`config.mk`:
```
export PLATFORM = sky130hd
export DESIGN_NAME = pid_balance_motor_drive_top_flat
export DESIGN_NICKNAME = d
export VERILOG_FILES = /design/src/rtl/pbmd_pkg.sv /design/src/rtl/pbmd_req_if.sv /design/src/rtl/pbmd_rsp_if.sv /design/src/rtl/pbmd_csr_if.sv /design/src/rtl/pbmd_core.sv /design/src/rtl/pid_balance_motor_drive_top.sv /design/src/flat_wrapper.sv
export SDC_FILE = /design/constraint.sdc
export NUM_CORES = 2
export LEC_CHECK = 0
export CAP_MARGIN = 20
export CORE_MARGIN = 1.5
export CORE_UTILIZATION = 55
export CTS_CLUSTER_SIZE = 28
export DETAILED_ROUTE_END_ITERATION = 10
export DONT_BUFFER_PORTS = 1
export PLACE_DENSITY_LB_ADDON = 0.1
export SLEW_MARGIN = 20
export SYNTH_ARGS = -nofsm -noshare
export SYNTH_HDL_FRONTEND = slang
export SYNTH_HIERARCHICAL = 1
export SYNTH_SLANG_ARGS = --single-unit
```
`constraint.sdc`:
```
create_clock -name clock -period 29.7 [get_ports clock]
set_input_delay 2.97 -clock clock [delete_from_list [all_inputs] [get_ports clock]]
set_output_delay 2.97 -clock clock [all_outputs]
set_load 0.005 [all_outputs]
```
`src/rtl/pbmd_pkg.sv`:
```
// ---------------------------------------------------------------------------
// pbmd_pkg
// Shared types and constants of the balance controller and bridge drive.
// ---------------------------------------------------------------------------
`default_nettype none

package pbmd_pkg;

   localparam int ANGLE_W  = 16;
   localparam int PID_W    = 17;
   localparam int DUTY_W   = 8;
   localparam int CSR_IDX_W  = 3;
   localparam int CSR_DATA_W = 24;

   localparam int I_LIMIT   = 6400;
   localparam int D_LIMIT   = 65280;
   localparam int OUT_LIMIT = 65280;
   localparam int DUTY_MAX  = 255;

   typedef enum logic [CSR_IDX_W-1:0] {
      CSR_SETPOINT     = 3'd0,
      CSR_KP           = 3'd1,
      CSR_KI_DT        = 3'd2,
      CSR_KD_DIV_DT    = 3'd3,
      CSR_MOTOR_OFFSET = 3'd4
   } csr_index_type;

   typedef struct packed {
      logic signed [15:0] setpoint;
      logic signed [15:0] kp;
      logic signed [15:0] ki_dt;
      logic signed [23:0] kd_div_dt;
      logic        [7:0]  motor_offset;
   } pbmd_cfg_type;

   typedef struct packed {
      logic load_s0;
      logic load_s1;
      logic load_out;
   } pbmd_ctrl_type;

   typedef struct packed {
      logic signed [PID_W-1:0] pid_value;
      logic [DUTY_W-1:0]       right_in1_duty;
      logic [DUTY_W-1:0]       right_in2_duty;
      logic [DUTY_W-1:0]       left_in1_duty;
      logic [DUTY_W-1:0]       left_in2_duty;
   } pbmd_result_type;

endpackage

`default_nettype wire

```
`src/rtl/pbmd_req_if.sv`:
```
// ---------------------------------------------------------------------------
// pbmd_req_if
// Angle sample channel: valid, ready and one roll angle.
// ---------------------------------------------------------------------------
`default_nettype none

interface pbmd_req_if;
   logic               valid;
   logic               ready;
   logic signed [15:0] roll_angle;

   modport source (output valid, output roll_angle, input ready);
   modport sink   (input valid, input roll_angle, output ready);
endinterface

`default_nettype wire

```
`src/rtl/pbmd_rsp_if.sv`:
```
// ---------------------------------------------------------------------------
// pbmd_rsp_if
// Result channel: controller output and the four bridge duties.
// ---------------------------------------------------------------------------
`default_nettype none

interface pbmd_rsp_if;
   logic               valid;
   logic               ready;
   logic signed [16:0] pid_value;
   logic [7:0]         right_in1_duty;
   logic [7:0]         right_in2_duty;
   logic [7:0]         left_in1_duty;
   logic [7:0]         left_in2_duty;

   modport source (output valid, output pid_value, output right_in1_duty,
                   output right_in2_duty, output left_in1_duty,
                   output left_in2_duty, input ready);
   modport sink   (input valid, input pid_value, input right_in1_duty,
                   input right_in2_duty, input left_in1_duty,
                   input left_in2_duty, output ready);
endinterface

`default_nettype wire

```
`src/rtl/pbmd_csr_if.sv`:
```
// ---------------------------------------------------------------------------
// pbmd_csr_if
// Register write channel: valid, ready, register index and write data.
// ---------------------------------------------------------------------------
`default_nettype none

interface pbmd_csr_if;
   logic        valid;
   logic        ready;
   logic [2:0]  index;
   logic [23:0] data;

   modport source (output valid, output index, output data, input ready);
   modport sink   (input valid, input index, input data, output ready);
endinterface

`default_nettype wire

```
`src/rtl/pbmd_core.sv`:
```
// ---------------------------------------------------------------------------
// pbmd_core
// Three-stage PID datapath: angle register, product register, result
// register, with the integral and last-error state.
// ---------------------------------------------------------------------------
`default_nettype none

module pbmd_core
   import pbmd_pkg::*;
(
   input  wire logic               clock,
   input  wire logic               reset,
   input  wire pbmd_ctrl_type      ctrl,
   input  wire pbmd_cfg_type       cfg,
   input  wire logic signed [15:0] roll_angle,
   output pbmd_result_type         result
);

   logic signed [15:0] angle_ff;

   logic signed [16:0] err;
   logic signed [17:0] derr;
   logic signed [32:0] p_prod_ff, p_prod_in;
   logic signed [32:0] i_prod_ff, i_prod_in;
   logic signed [41:0] d_prod_ff, d_prod_in;
   logic signed [16:0] last_error_ff;

   logic signed [13:0] integral_ff, integral_in;
   logic signed [24:0] p_term;
   logic signed [24:0] i_step;
   logic signed [25:0] i_sum;
   logic signed [33:0] d_full;
   logic signed [16:0] d_term;
   logic signed [26:0] pid_sum;
   logic signed [16:0] pid;
   logic signed [16:0] pid_abs;
   logic [15:0]        mag;
   logic [8:0]         duty_sum;
   logic [7:0]         duty;
   pbmd_result_type    result_ff, result_in;

   // stage one: error, error step and products
   always_comb begin
      err       = 17'(cfg.setpoint) - 17'(angle_ff);
      derr      = 18'(err) - 18'(last_error_ff);
      p_prod_in = 33'(cfg.kp) * 33'(err);
      i_prod_in = 33'(cfg.ki_dt) * 33'(err);
      d_prod_in = 42'(cfg.kd_div_dt) * 42'(derr);
   end

   // stage two: floor shifts, integral, clamps, bridge selection
   always_comb begin
      p_term = 25'(p_prod_ff >>> 8);
      i_step = 25'(i_prod_ff >>> 8);
      i_sum  = 26'(integral_ff) + 26'(i_step);
      if (i_sum > I_LIMIT) begin
         integral_in = 14'(I_LIMIT);
      end else if (i_sum < -I_LIMIT) begin
         integral_in = 14'(-I_LIMIT);
      end else begin
         integral_in = 14'(i_sum);
      end

      d_full = 34'(d_prod_ff >>> 8);
      if (d_full > D_LIMIT) begin
         d_term = 17'(D_LIMIT);
      end else if (d_full < -D_LIMIT) begin
         d_term = 17'(-D_LIMIT);
      end else begin
         d_term = 17'(d_full);
      end

      pid_sum = 27'(p_term) + 27'(integral_in) + 27'(d_term);
      if (pid_sum > OUT_LIMIT) begin
         pid = 17'(OUT_LIMIT);
      end else if (pid_sum < -OUT_LIMIT) begin
         pid = 17'(-OUT_LIMIT);
      end else begin
         pid = 17'(pid_sum);
      end

      pid_abs  = pid[16] ? -pid : pid;
      mag      = pid_abs[15:0];
      duty_sum = 9'(mag[15:8]) + 9'(cfg.motor_offset);
      duty     = (duty_sum > 9'(DUTY_MAX)) ? 8'(DUTY_MAX) : duty_sum[7:0];

      result_in.pid_value = pid;
      if (pid > 17'sd0) begin
         result_in.right_in1_duty = duty;
         result_in.right_in2_duty = '0;
         result_in.left_in1_duty  = '0;
         result_in.left_in2_duty  = duty;
      end else begin
         result_in.right_in1_duty = '0;
         result_in.right_in2_duty = duty;
         result_in.left_in1_duty  = duty;
         result_in.left_in2_duty  = '0;
      end
   end

   always_ff @(posedge clock) begin
      if (ctrl.load_s0) begin
         angle_ff <= roll_angle;
      end
      if (ctrl.load_s1) begin
         p_prod_ff <= p_prod_in;
         i_prod_ff <= i_prod_in;
         d_prod_ff <= d_prod_in;
      end
      if (ctrl.load_out) begin
         result_ff <= result_in;
      end
   end

   // loop state
   always_ff @(posedge clock) begin
      if (reset) begin
         last_error_ff <= '0;
         integral_ff   <= '0;
      end else begin
         if (ctrl.load_s1) begin
            last_error_ff <= err;
         end
         if (ctrl.load_out) begin
            integral_ff <= integral_in;
         end
      end
   end

   assign result = result_ff;

endmodule

`default_nettype wire

```
`src/rtl/pid_balance_motor_drive_top.sv`:
```
// ---------------------------------------------------------------------------
// pid_balance_motor_drive_top
// PID balance controller with clamped integral and H-bridge duty drive.
// ---------------------------------------------------------------------------
// path: an accepted sample passes the angle, product and result registers
//   before its result is offered; any of them can hold under a stall
// throughput: one sample per cycle while results are taken, set by the integral
//   update in the second stage; each stage holds while the one after it is full
// reset: synchronous; clears the configuration registers, valid bits,
//   integral and last error
`default_nettype none

module pid_balance_motor_drive_top
   import pbmd_pkg::*;
(
   input  wire logic clock,
   input  wire logic reset,
   pbmd_req_if.sink   req_chan,
   pbmd_rsp_if.source rsp_chan,
   pbmd_csr_if.sink   csr_chan
);

   pbmd_cfg_type    cfg_ff;
   pbmd_ctrl_type   ctrl;
   pbmd_result_type result;

   logic s0_valid_ff, s0_valid_in;
   logic s1_valid_ff, s1_valid_in;
   logic out_valid_ff, out_valid_in;
   logic ready_out;
   logic ready_s1;
   logic ready_s0;

   assign csr_chan.ready = 1'b1;

   always_ff @(posedge clock) begin
      if (reset) begin
         cfg_ff <= '0;
      end else if (csr_chan.valid && csr_chan.ready) begin
         case (csr_chan.index)
            CSR_SETPOINT:     cfg_ff.setpoint     <= csr_chan.data[15:0];
            CSR_KP:           cfg_ff.kp           <= csr_chan.data[15:0];
            CSR_KI_DT:        cfg_ff.ki_dt        <= csr_chan.data[15:0];
            CSR_KD_DIV_DT:    cfg_ff.kd_div_dt    <= csr_chan.data;
            CSR_MOTOR_OFFSET: cfg_ff.motor_offset <= csr_chan.data[7:0];
            default: begin
            end
         endcase
      end
   end

   always_comb begin
      ready_out     = !out_valid_ff || rsp_chan.ready;
      ready_s1      = !s1_valid_ff || ready_out;
      ready_s0      = !s0_valid_ff || ready_s1;
      ctrl.load_out = s1_valid_ff && ready_out;
      ctrl.load_s1  = s0_valid_ff && ready_s1;
      ctrl.load_s0  = req_chan.valid && ready_s0;

      s0_valid_in  = ctrl.load_s0 || (s0_valid_ff && !ctrl.load_s1);
      s1_valid_in  = ctrl.load_s1 || (s1_valid_ff && !ctrl.load_out);
      out_valid_in = ctrl.load_out || (out_valid_ff && !rsp_chan.ready);
   end

   always_ff @(posedge clock) begin
      if (reset) begin
         s0_valid_ff  <= 1'b0;
         s1_valid_ff  <= 1'b0;
         out_valid_ff <= 1'b0;
      end else begin
         s0_valid_ff  <= s0_valid_in;
         s1_valid_ff  <= s1_valid_in;
         out_valid_ff <= out_valid_in;
      end
   end

   pbmd_core u_core (
      .clock      (clock),
      .reset      (reset),
      .ctrl       (ctrl),
      .cfg        (cfg_ff),
      .roll_angle (req_chan.roll_angle),
      .result     (result)
   );

   assign req_chan.ready          = ready_s0;
   assign rsp_chan.valid          = out_valid_ff;
   assign rsp_chan.pid_value      = result.pid_value;
   assign rsp_chan.right_in1_duty = result.right_in1_duty;
   assign rsp_chan.right_in2_duty = result.right_in2_duty;
   assign rsp_chan.left_in1_duty  = result.left_in1_duty;
   assign rsp_chan.left_in2_duty  = result.left_in2_duty;

   a_accept_fills_s0: assert property (@(posedge clock) disable iff (reset)
      (req_chan.valid && req_chan.ready) |=> s0_valid_ff)
      else $error("accepted sample did not reach the angle stage");

   a_s1_holds_on_stall: assert property (@(posedge clock) disable iff (reset)
      (s1_valid_ff && out_valid_ff && !rsp_chan.ready) |=> s1_valid_ff)
      else $error("product stage dropped an item under stall");

   a_pid_range: assert property (@(posedge clock) disable iff (reset)
      rsp_chan.valid |-> (rsp_chan.pid_value <= 17'sd65280 &&
                          rsp_chan.pid_value >= -17'sd65280))
      else $error("pid value outside clamp range");

   a_diag_pairs: assert property (@(posedge clock) disable iff (reset)
      rsp_chan.valid |-> (rsp_chan.right_in1_duty == rsp_chan.left_in2_duty &&
                          rsp_chan.right_in2_duty == rsp_chan.left_in1_duty))
      else $error("bridge diagonal duties differ");

   a_positive_side: assert property (@(posedge clock) disable iff (reset)
      (rsp_chan.valid && rsp_chan.pid_value > 17'sd0) |->
         (rsp_chan.right_in2_duty == 8'd0 && rsp_chan.left_in1_duty == 8'd0))
      else $error("positive output drives the reverse pair");

endmodule

`default_nettype wire

```
`src/flat_wrapper.sv`:
```
// flat-port wrapper written by rule: the top's interface ports become plain ports
module pid_balance_motor_drive_top_flat import pbmd_pkg::*;
  (clock, reset, req_chan_valid, req_chan_roll_angle, req_chan_ready, rsp_chan_valid, rsp_chan_pid_value, rsp_chan_right_in1_duty, rsp_chan_right_in2_duty, rsp_chan_left_in1_duty, rsp_chan_left_in2_duty, rsp_chan_ready, csr_chan_valid, csr_chan_index, csr_chan_data, csr_chan_ready);
  pbmd_req_if req_chan_i ();
  pbmd_rsp_if rsp_chan_i ();
  pbmd_csr_if csr_chan_i ();
  input  wire logic clock;
  input  wire logic reset;
  input wire logic [$bits(req_chan_i.valid)-1:0] req_chan_valid;
  input wire logic [$bits(req_chan_i.roll_angle)-1:0] req_chan_roll_angle;
  output wire logic [$bits(req_chan_i.ready)-1:0] req_chan_ready;
  output wire logic [$bits(rsp_chan_i.valid)-1:0] rsp_chan_valid;
  output wire logic [$bits(rsp_chan_i.pid_value)-1:0] rsp_chan_pid_value;
  output wire logic [$bits(rsp_chan_i.right_in1_duty)-1:0] rsp_chan_right_in1_duty;
  output wire logic [$bits(rsp_chan_i.right_in2_duty)-1:0] rsp_chan_right_in2_duty;
  output wire logic [$bits(rsp_chan_i.left_in1_duty)-1:0] rsp_chan_left_in1_duty;
  output wire logic [$bits(rsp_chan_i.left_in2_duty)-1:0] rsp_chan_left_in2_duty;
  input wire logic [$bits(rsp_chan_i.ready)-1:0] rsp_chan_ready;
  input wire logic [$bits(csr_chan_i.valid)-1:0] csr_chan_valid;
  input wire logic [$bits(csr_chan_i.index)-1:0] csr_chan_index;
  input wire logic [$bits(csr_chan_i.data)-1:0] csr_chan_data;
  output wire logic [$bits(csr_chan_i.ready)-1:0] csr_chan_ready;
  assign req_chan_i.valid = req_chan_valid;
  assign req_chan_i.roll_angle = req_chan_roll_angle;
  assign req_chan_ready = req_chan_i.ready;
  assign rsp_chan_valid = rsp_chan_i.valid;
  assign rsp_chan_pid_value = rsp_chan_i.pid_value;
  assign rsp_chan_right_in1_duty = rsp_chan_i.right_in1_duty;
  assign rsp_chan_right_in2_duty = rsp_chan_i.right_in2_duty;
  assign rsp_chan_left_in1_duty = rsp_chan_i.left_in1_duty;
  assign rsp_chan_left_in2_duty = rsp_chan_i.left_in2_duty;
  assign rsp_chan_i.ready = rsp_chan_ready;
  assign csr_chan_i.valid = csr_chan_valid;
  assign csr_chan_i.index = csr_chan_index;
  assign csr_chan_i.data = csr_chan_data;
  assign csr_chan_ready = csr_chan_i.ready;
  pid_balance_motor_drive_top u_core (.clock(clock), .reset(reset), .req_chan(req_chan_i), .rsp_chan(rsp_chan_i), .csr_chan(csr_chan_i));
endmodule
```
# Word level (Yosys, flattened, before mapping)
# Index checks and enable logic that the tools add are counted.
# word_totals
inputBits	48
elab_cells	71
out_inout_bits	52
ff_bits	271
# op_classes
mul	3
order_cmp	8
eq_ne	4
mux	8
n_addsub	7
n_reduce_logical	24
# ops
cell	n
two-way mux 17 bit	4
multiplier 16 x 17 -> 33 bit	2
multiplier 24 x 18 -> 42 bit	1
> comparator 34 x 17 -> 1 bit (second input constant)	1
< comparator 34 x 17 -> 1 bit (second input constant)	1
two-way mux 14 bit	2
adder 26 x 17 -> 27 bit	1
> comparator 27 x 17 -> 1 bit (second input constant)	1
< comparator 27 x 17 -> 1 bit (second input constant)	1
adder 14 x 25 -> 26 bit	1
adder 25 x 14 -> 26 bit	1
> comparator 26 x 14 -> 1 bit (second input constant)	1
< comparator 26 x 14 -> 1 bit (second input constant)	1
subtractor 17 x 17 -> 18 bit	1
> comparator 17 x 1 -> 1 bit (second input constant)	1
subtractor 16 x 16 -> 17 bit	1
two-way mux 16 bit	1
negator 16 bit	1
AND reduction 2 bit	5
adder 8 x 8 -> 9 bit	1
> comparator 9 x 8 -> 1 bit (second input constant)	1
two-way mux 8 bit	1
equality test 3 x 2 -> 1 bit (second input constant)	2
logical AND 1 bit	6
other kinds (5)	15

# Depth between registers and ports, before layout
# logic_depth
ltp_word	14
mapped_depth	44
ltp_nobuf	43

# Cells and area by module
# The synthesis kept the hierarchy.
# modules_own_cells
mod	seq_area_each_um2	n_inst	cells_per_inst	area_per_inst_um2
pbmd_core	4614.4	1	4999	46402.0
pid_balance_motor_drive_top	1661.6	1	309	3375.7

# Worst setup path after synthesis
# Ideal clock, no wire load.
# synth_timing
path_kind	reg2reg
from	register u_core/cfg_ff[64] (netlist name)
to	register u_core.u_core.d_prod_ff[27] (data pin)
setup_slack_ns	19.978
t_arrival_ns	9.463
period_less_slack_ns	9.722
t_required_ns	29.441
path_stages_with_launch	41
cell_sequence	dfxtp_1 inv_1 ha_1 inv_1 fa_1 a21o_1 a21oi_1 o21ai_0 a21oi_1 o21bai_1 a41oi_1 nand2b_1 xor2_1 clkbuf_1 ha_1 or3_1 o21ai_0 o21ba_2 [... 5 more ...] fa_1 inv_1 fa_1 inv_1 fa_1 fa_1 inv_1 fa_1 ha_1 and3_1 a221o_1 a21oi_1 a21boi_0 o21ai_0 a21boi_0 o41a_1 a21oi_1 xnor2_1
# synth_between
elab_chain_len	3
# synth_lines
element	line	text
from (decl)	pid_balance_motor_drive_top.sv:23	pbmd_cfg_type cfg_ff;
subtractor 16 x 16 -> 17 bit	pbmd_core.sv:44	err = 17'(cfg.setpoint) - 17'(angle_ff);
net u_core.u_core.err[10]	pbmd_core.sv:21	logic signed [16:0] err;
subtractor 17 x 17 -> 18 bit	pbmd_core.sv:45	derr = 18'(err) - 18'(last_error_ff);
multiplier 24 x 18 -> 42 bit	pbmd_core.sv:48	d_prod_in = 42'(cfg.kd_div_dt) * 42'(derr);
net u_core.u_core.d_prod_in[27]	pbmd_core.sv:25	logic signed [41:0] d_prod_ff, d_prod_in;
to (signal assigned)	pbmd_core.sv:108	d_prod_ff <= d_prod_in;
to (decl)	pbmd_core.sv:25	
# The timed path passes the listed nets, and every way through them passes these cells.
# A chain may end at the register's enable or synchronous reset.

# Worst setup path after layout
# layout_timing
from	register u_core/cfg_ff[64] (netlist name)
to	register u_core.u_core.d_prod_ff[27] (data pin)
# layout_between
elab_chain_len	3
# layout_lines
element	line
subtractor 16 x 16 -> 17 bit	pbmd_core.sv:44
subtractor 17 x 17 -> 18 bit	pbmd_core.sv:45
multiplier 24 x 18 -> 42 bit	pbmd_core.sv:48
net u_core.u_core.d_prod_in[27]	pbmd_core.sv:25
# The timed path passes the listed nets, and every way through them passes these cells.

==> metrics.txt <==
Root Driver clkbuf_16; Top cell by count, worst path inv_1; commonest non-fill, non-tap cell in the layout inv_1; worst r2r src u_core/cfg_ff[64]; port bufs 0; Final Net Count 6578; Clock Skew 0.0173 ns; Worst-Margin Slew 1.23 ns; Fin Hold WS 0.458 ns; largest net degree at the start of global routing 140; initial core utilization 55.4%; Leak 0.0228 µW; Routed Antenna Nets 0; Syn Inst Count 5308; post-CTS resize count 0; placed insts 6312; minimum clock period 10.95 ns; r2r worst-path depth 39; setup tns final 0 ns; hold depth 2; final wirelength 127 mm; initial DRC count 2126; gr ovfl total 0; full die area 0.0923 mm²; clock tree buffer depth 3; All-Layer GR Usage 28.6%; Clk pin slew, worst setup/hold paths 0.07 ns; Die X 304 µm; Place WS 18.91 ns; post-detail-place hpwl 99.6 mm; hold buffers post-CTS 0; fin worst setup slack 18.75 ns; setup violators final 0; Worst setup SP type flip-flop; max-slew violations 0; CTS buffer count 34; CTS tree yes; Post-synth ARST share 0%; CP endpoint kind flip-flop; Synth warnings 6; Hold EP u_core/s1_valid_ff; DRC violations left 0; fillers 8048; Req. time, crit path 30.02 ns; f_max 0.0914 GHz; Post-Syn Area 0.0498 mm²; die height 304 µm; Hold WC Path Type reg2reg; Max transition margin 18.1%; Simple-Gate Fraction of Synth Area 16.7%; Synth Register Bits 247; most frequent cells in the layout 1087 x inv_1, 1004 x fa_1, 631 x nand2_1; 1st-pass router iterations 6; Max-cap violations 0; largest family of logic cells by synthesized area adder cells; Post-synth EDFFs 133; outcome finished clean; mux cell area share after synthesis 2.04%; wire length per cell 20.0 µm; Hold Vio Cnt, Final 0; Placement Rows 110; clk sinks 247; Top Ports 100; Primary FF master, synth edfxtp_1; non-filler cells, final 6376; Mean Syn Cell Area 9.38 µm²; slowest CP cell nor2_1; post-synthesis sequential area ratio 12.6%; period utilization 36.9%; vias in the first global route 36700; P&R area growth vs syn 4.41%; CP peak stage delay 0.83 ns; core area 0.0899 mm²; clk_lat worst skew 0.57 ns; initial antenna violation count 7; r2r endpoint u_core/u_core/d_prod_ff[27]; Arr. time, crit path 11.26 ns; CP Max Fanout 31; Distinct cells, synth 93; P per Cell Area 38.6 mW/mm²; Post-CTS Setup Bufs 0; RSZ-0062 raised after global routing no; Vias 35000; Placer Congestion 0.877; layout cells sized above 1 3.58%; VDD IR max 46.2 µV; wire length of the first global-routing pass 206 mm; CP Class reg2reg; post-synthesis compound-gate area fraction 6.52%; xor/xnor cell area share of the yosys netlist 2.67%; number of H-tree levels 2; Worst Hold Launch u_core/s0_valid_ff; Vias/cell 5.49; Mapped Nets 6714; adder-cell share of the synthesized area 49.3%; r2r setup slk 18.75 ns
## how the worst max path moves through the flow
stage / from / depth (start not counted) / to / slack [ns]
finish: u_core/cfg_ff[64] / 39 / u_core/u_core/d_prod_ff[27] / 18.75
global route: u_core/u_core/integral_ff[13] / 39 / u_core/u_core/result[14] / 18.07
floorplan: u_core/cfg_ff[64] / 40 / u_core/u_core/d_prod_ff[27] / 19.98
CTS: u_core/cfg_ff[64] / 39 / u_core/u_core/d_prod_ff[27] / 18.89
detailed placement: u_core/cfg_ff[64] / 39 / u_core/u_core/d_prod_ff[27] / 18.91
global placement: u_core/cfg_ff[64] / 39 / u_core/u_core/d_prod_ff[27] / 19.04
## power by group
group	total [µW]	internal (µW)	leakage [µW]	switching (µW)
sequential	455	424	0.00218	30.6
combinational	1140	417	0.0201	728
clock	406	237	0.000527	169
## critical path: cells and delay by family (launching register included)
| kind | cells | cell delay, ns |
|---|---|---|
| adders and majority gates | 10 | 4.28 |
| AOI/OAI and AO/OA | 12 | 2.59 |
| buffers and inverters | 11 | 1.46 |
| and+or+nand+nor | 4 | 1.21 |
| xor gates and xnor gates | 2 | 0.83 |
| DFF | 1 | 0.31 |
## synthesized netlist by cell type (8+ instances only)
library cell     n  area (µm²)
a21o_1          57         428
dfxtp_1        114        2280
nand3_1         47         235
a211oi_1        26         195
a21oi_1        122         611
or2_2           29         181
nand2_1        631        2370
a31oi_1         15        93.8
ha_1           354        4430
buf_1           10        37.5
nor2_1         191         717
clkbuf_1       184         691
mux2i_1         97         971
and3_1          30         188
o21bai_1        10        75.1
xor2_1          38         333
nor3_1          41         205
o211ai_1        15         113
nor4_1          21         131
nand2b_1       194        1210
xnor2_1        114         998
o21ai_0         76         380
a211o_1          8        70.1
buf_4           18         135
or3_1           12        75.1
fa_1          1004       20100
inv_1         1087        4080
edfxtp_1       133        3990
nand4_1         25         156
and2_1         334        2090
nor3b_1          9        67.6
a21boi_0         8        60.1
buf_2           12        60.1
nor2b_1         64         400
o21a_1          39         293
## registers in the layout, indices dropped and copies added (netlist names)
| signal | count |
|---|---|
| u_core/cfg_ff | 80 |
| u_core/u_core/d_prod_ff | 34 |
| u_core/u_core/result | 33 |
| u_core/u_core/i_prod_ff | 25 |
| u_core/u_core/p_prod_ff | 25 |
| u_core/u_core/last_error_ff | 17 |
| u_core/u_core/angle_ff | 16 |
| u_core/u_core/integral_ff | 14 |
| u_core/rsp_chan.valid | 1 |
| u_core/s0_valid_ff | 1 |
| u_core/s1_valid_ff | 1 |
## final cells by class
cell class                      instances  area (µm²)  area share [%]
Inverter                             1087        4080            7.85
Timing Repair Buffer                   56         424           0.816
Tap cell                             1176        1470            2.83
Multi-Input combinational cell       3746       38600            74.3
Antenna cell                            2        5.00         0.00963
Sequential cell                       247        6280            12.1
Clock inverter                         16         168           0.323
Clock buffer                           46         916            1.76
## cells by family (layout without fill, tap and decap cells)
group | after synthesis | in the layout
adders and majority gates | 1358 | 1358
AOI/OAI and AO/OA | 475 | 475
DFF | 247 | 247
other | 1 | 3
and+or+nand+nor | 1660 | 1660
buffers and inverters | 1315 | 1205
xor gates and xnor gates | 152 | 152
muxes | 100 | 100
## per-layer routing
| metal | vias up | track usage, % | wire, µm |
|---|---|---|---|
| met4 | 0 | 6.81 | 3000 |
| met2 | 1173 | 43.7 | 55100 |
| li1 | 16000 | - | - |
| met3 | 133 | 5.31 | 10500 |
| met5 | - | 0 | 0 |
| met1 | 17700 | 42.3 | 58800 |
## stage by stage
step / util, % / total power, µW / cell area [µm²]
5_1_grt: 57.8 / 2170 / 52000
6_report: 57.8 / 2010 / 52000
3_3_place_gp: 56.6 / 1580 / 50900
2_1_floorplan: - / 1270 / 49800
3_5_place_dp: 56.6 / 1590 / 50900
4_1_cts: 57.8 / 2010 / 52000
(Power assumes the default switching activity.)
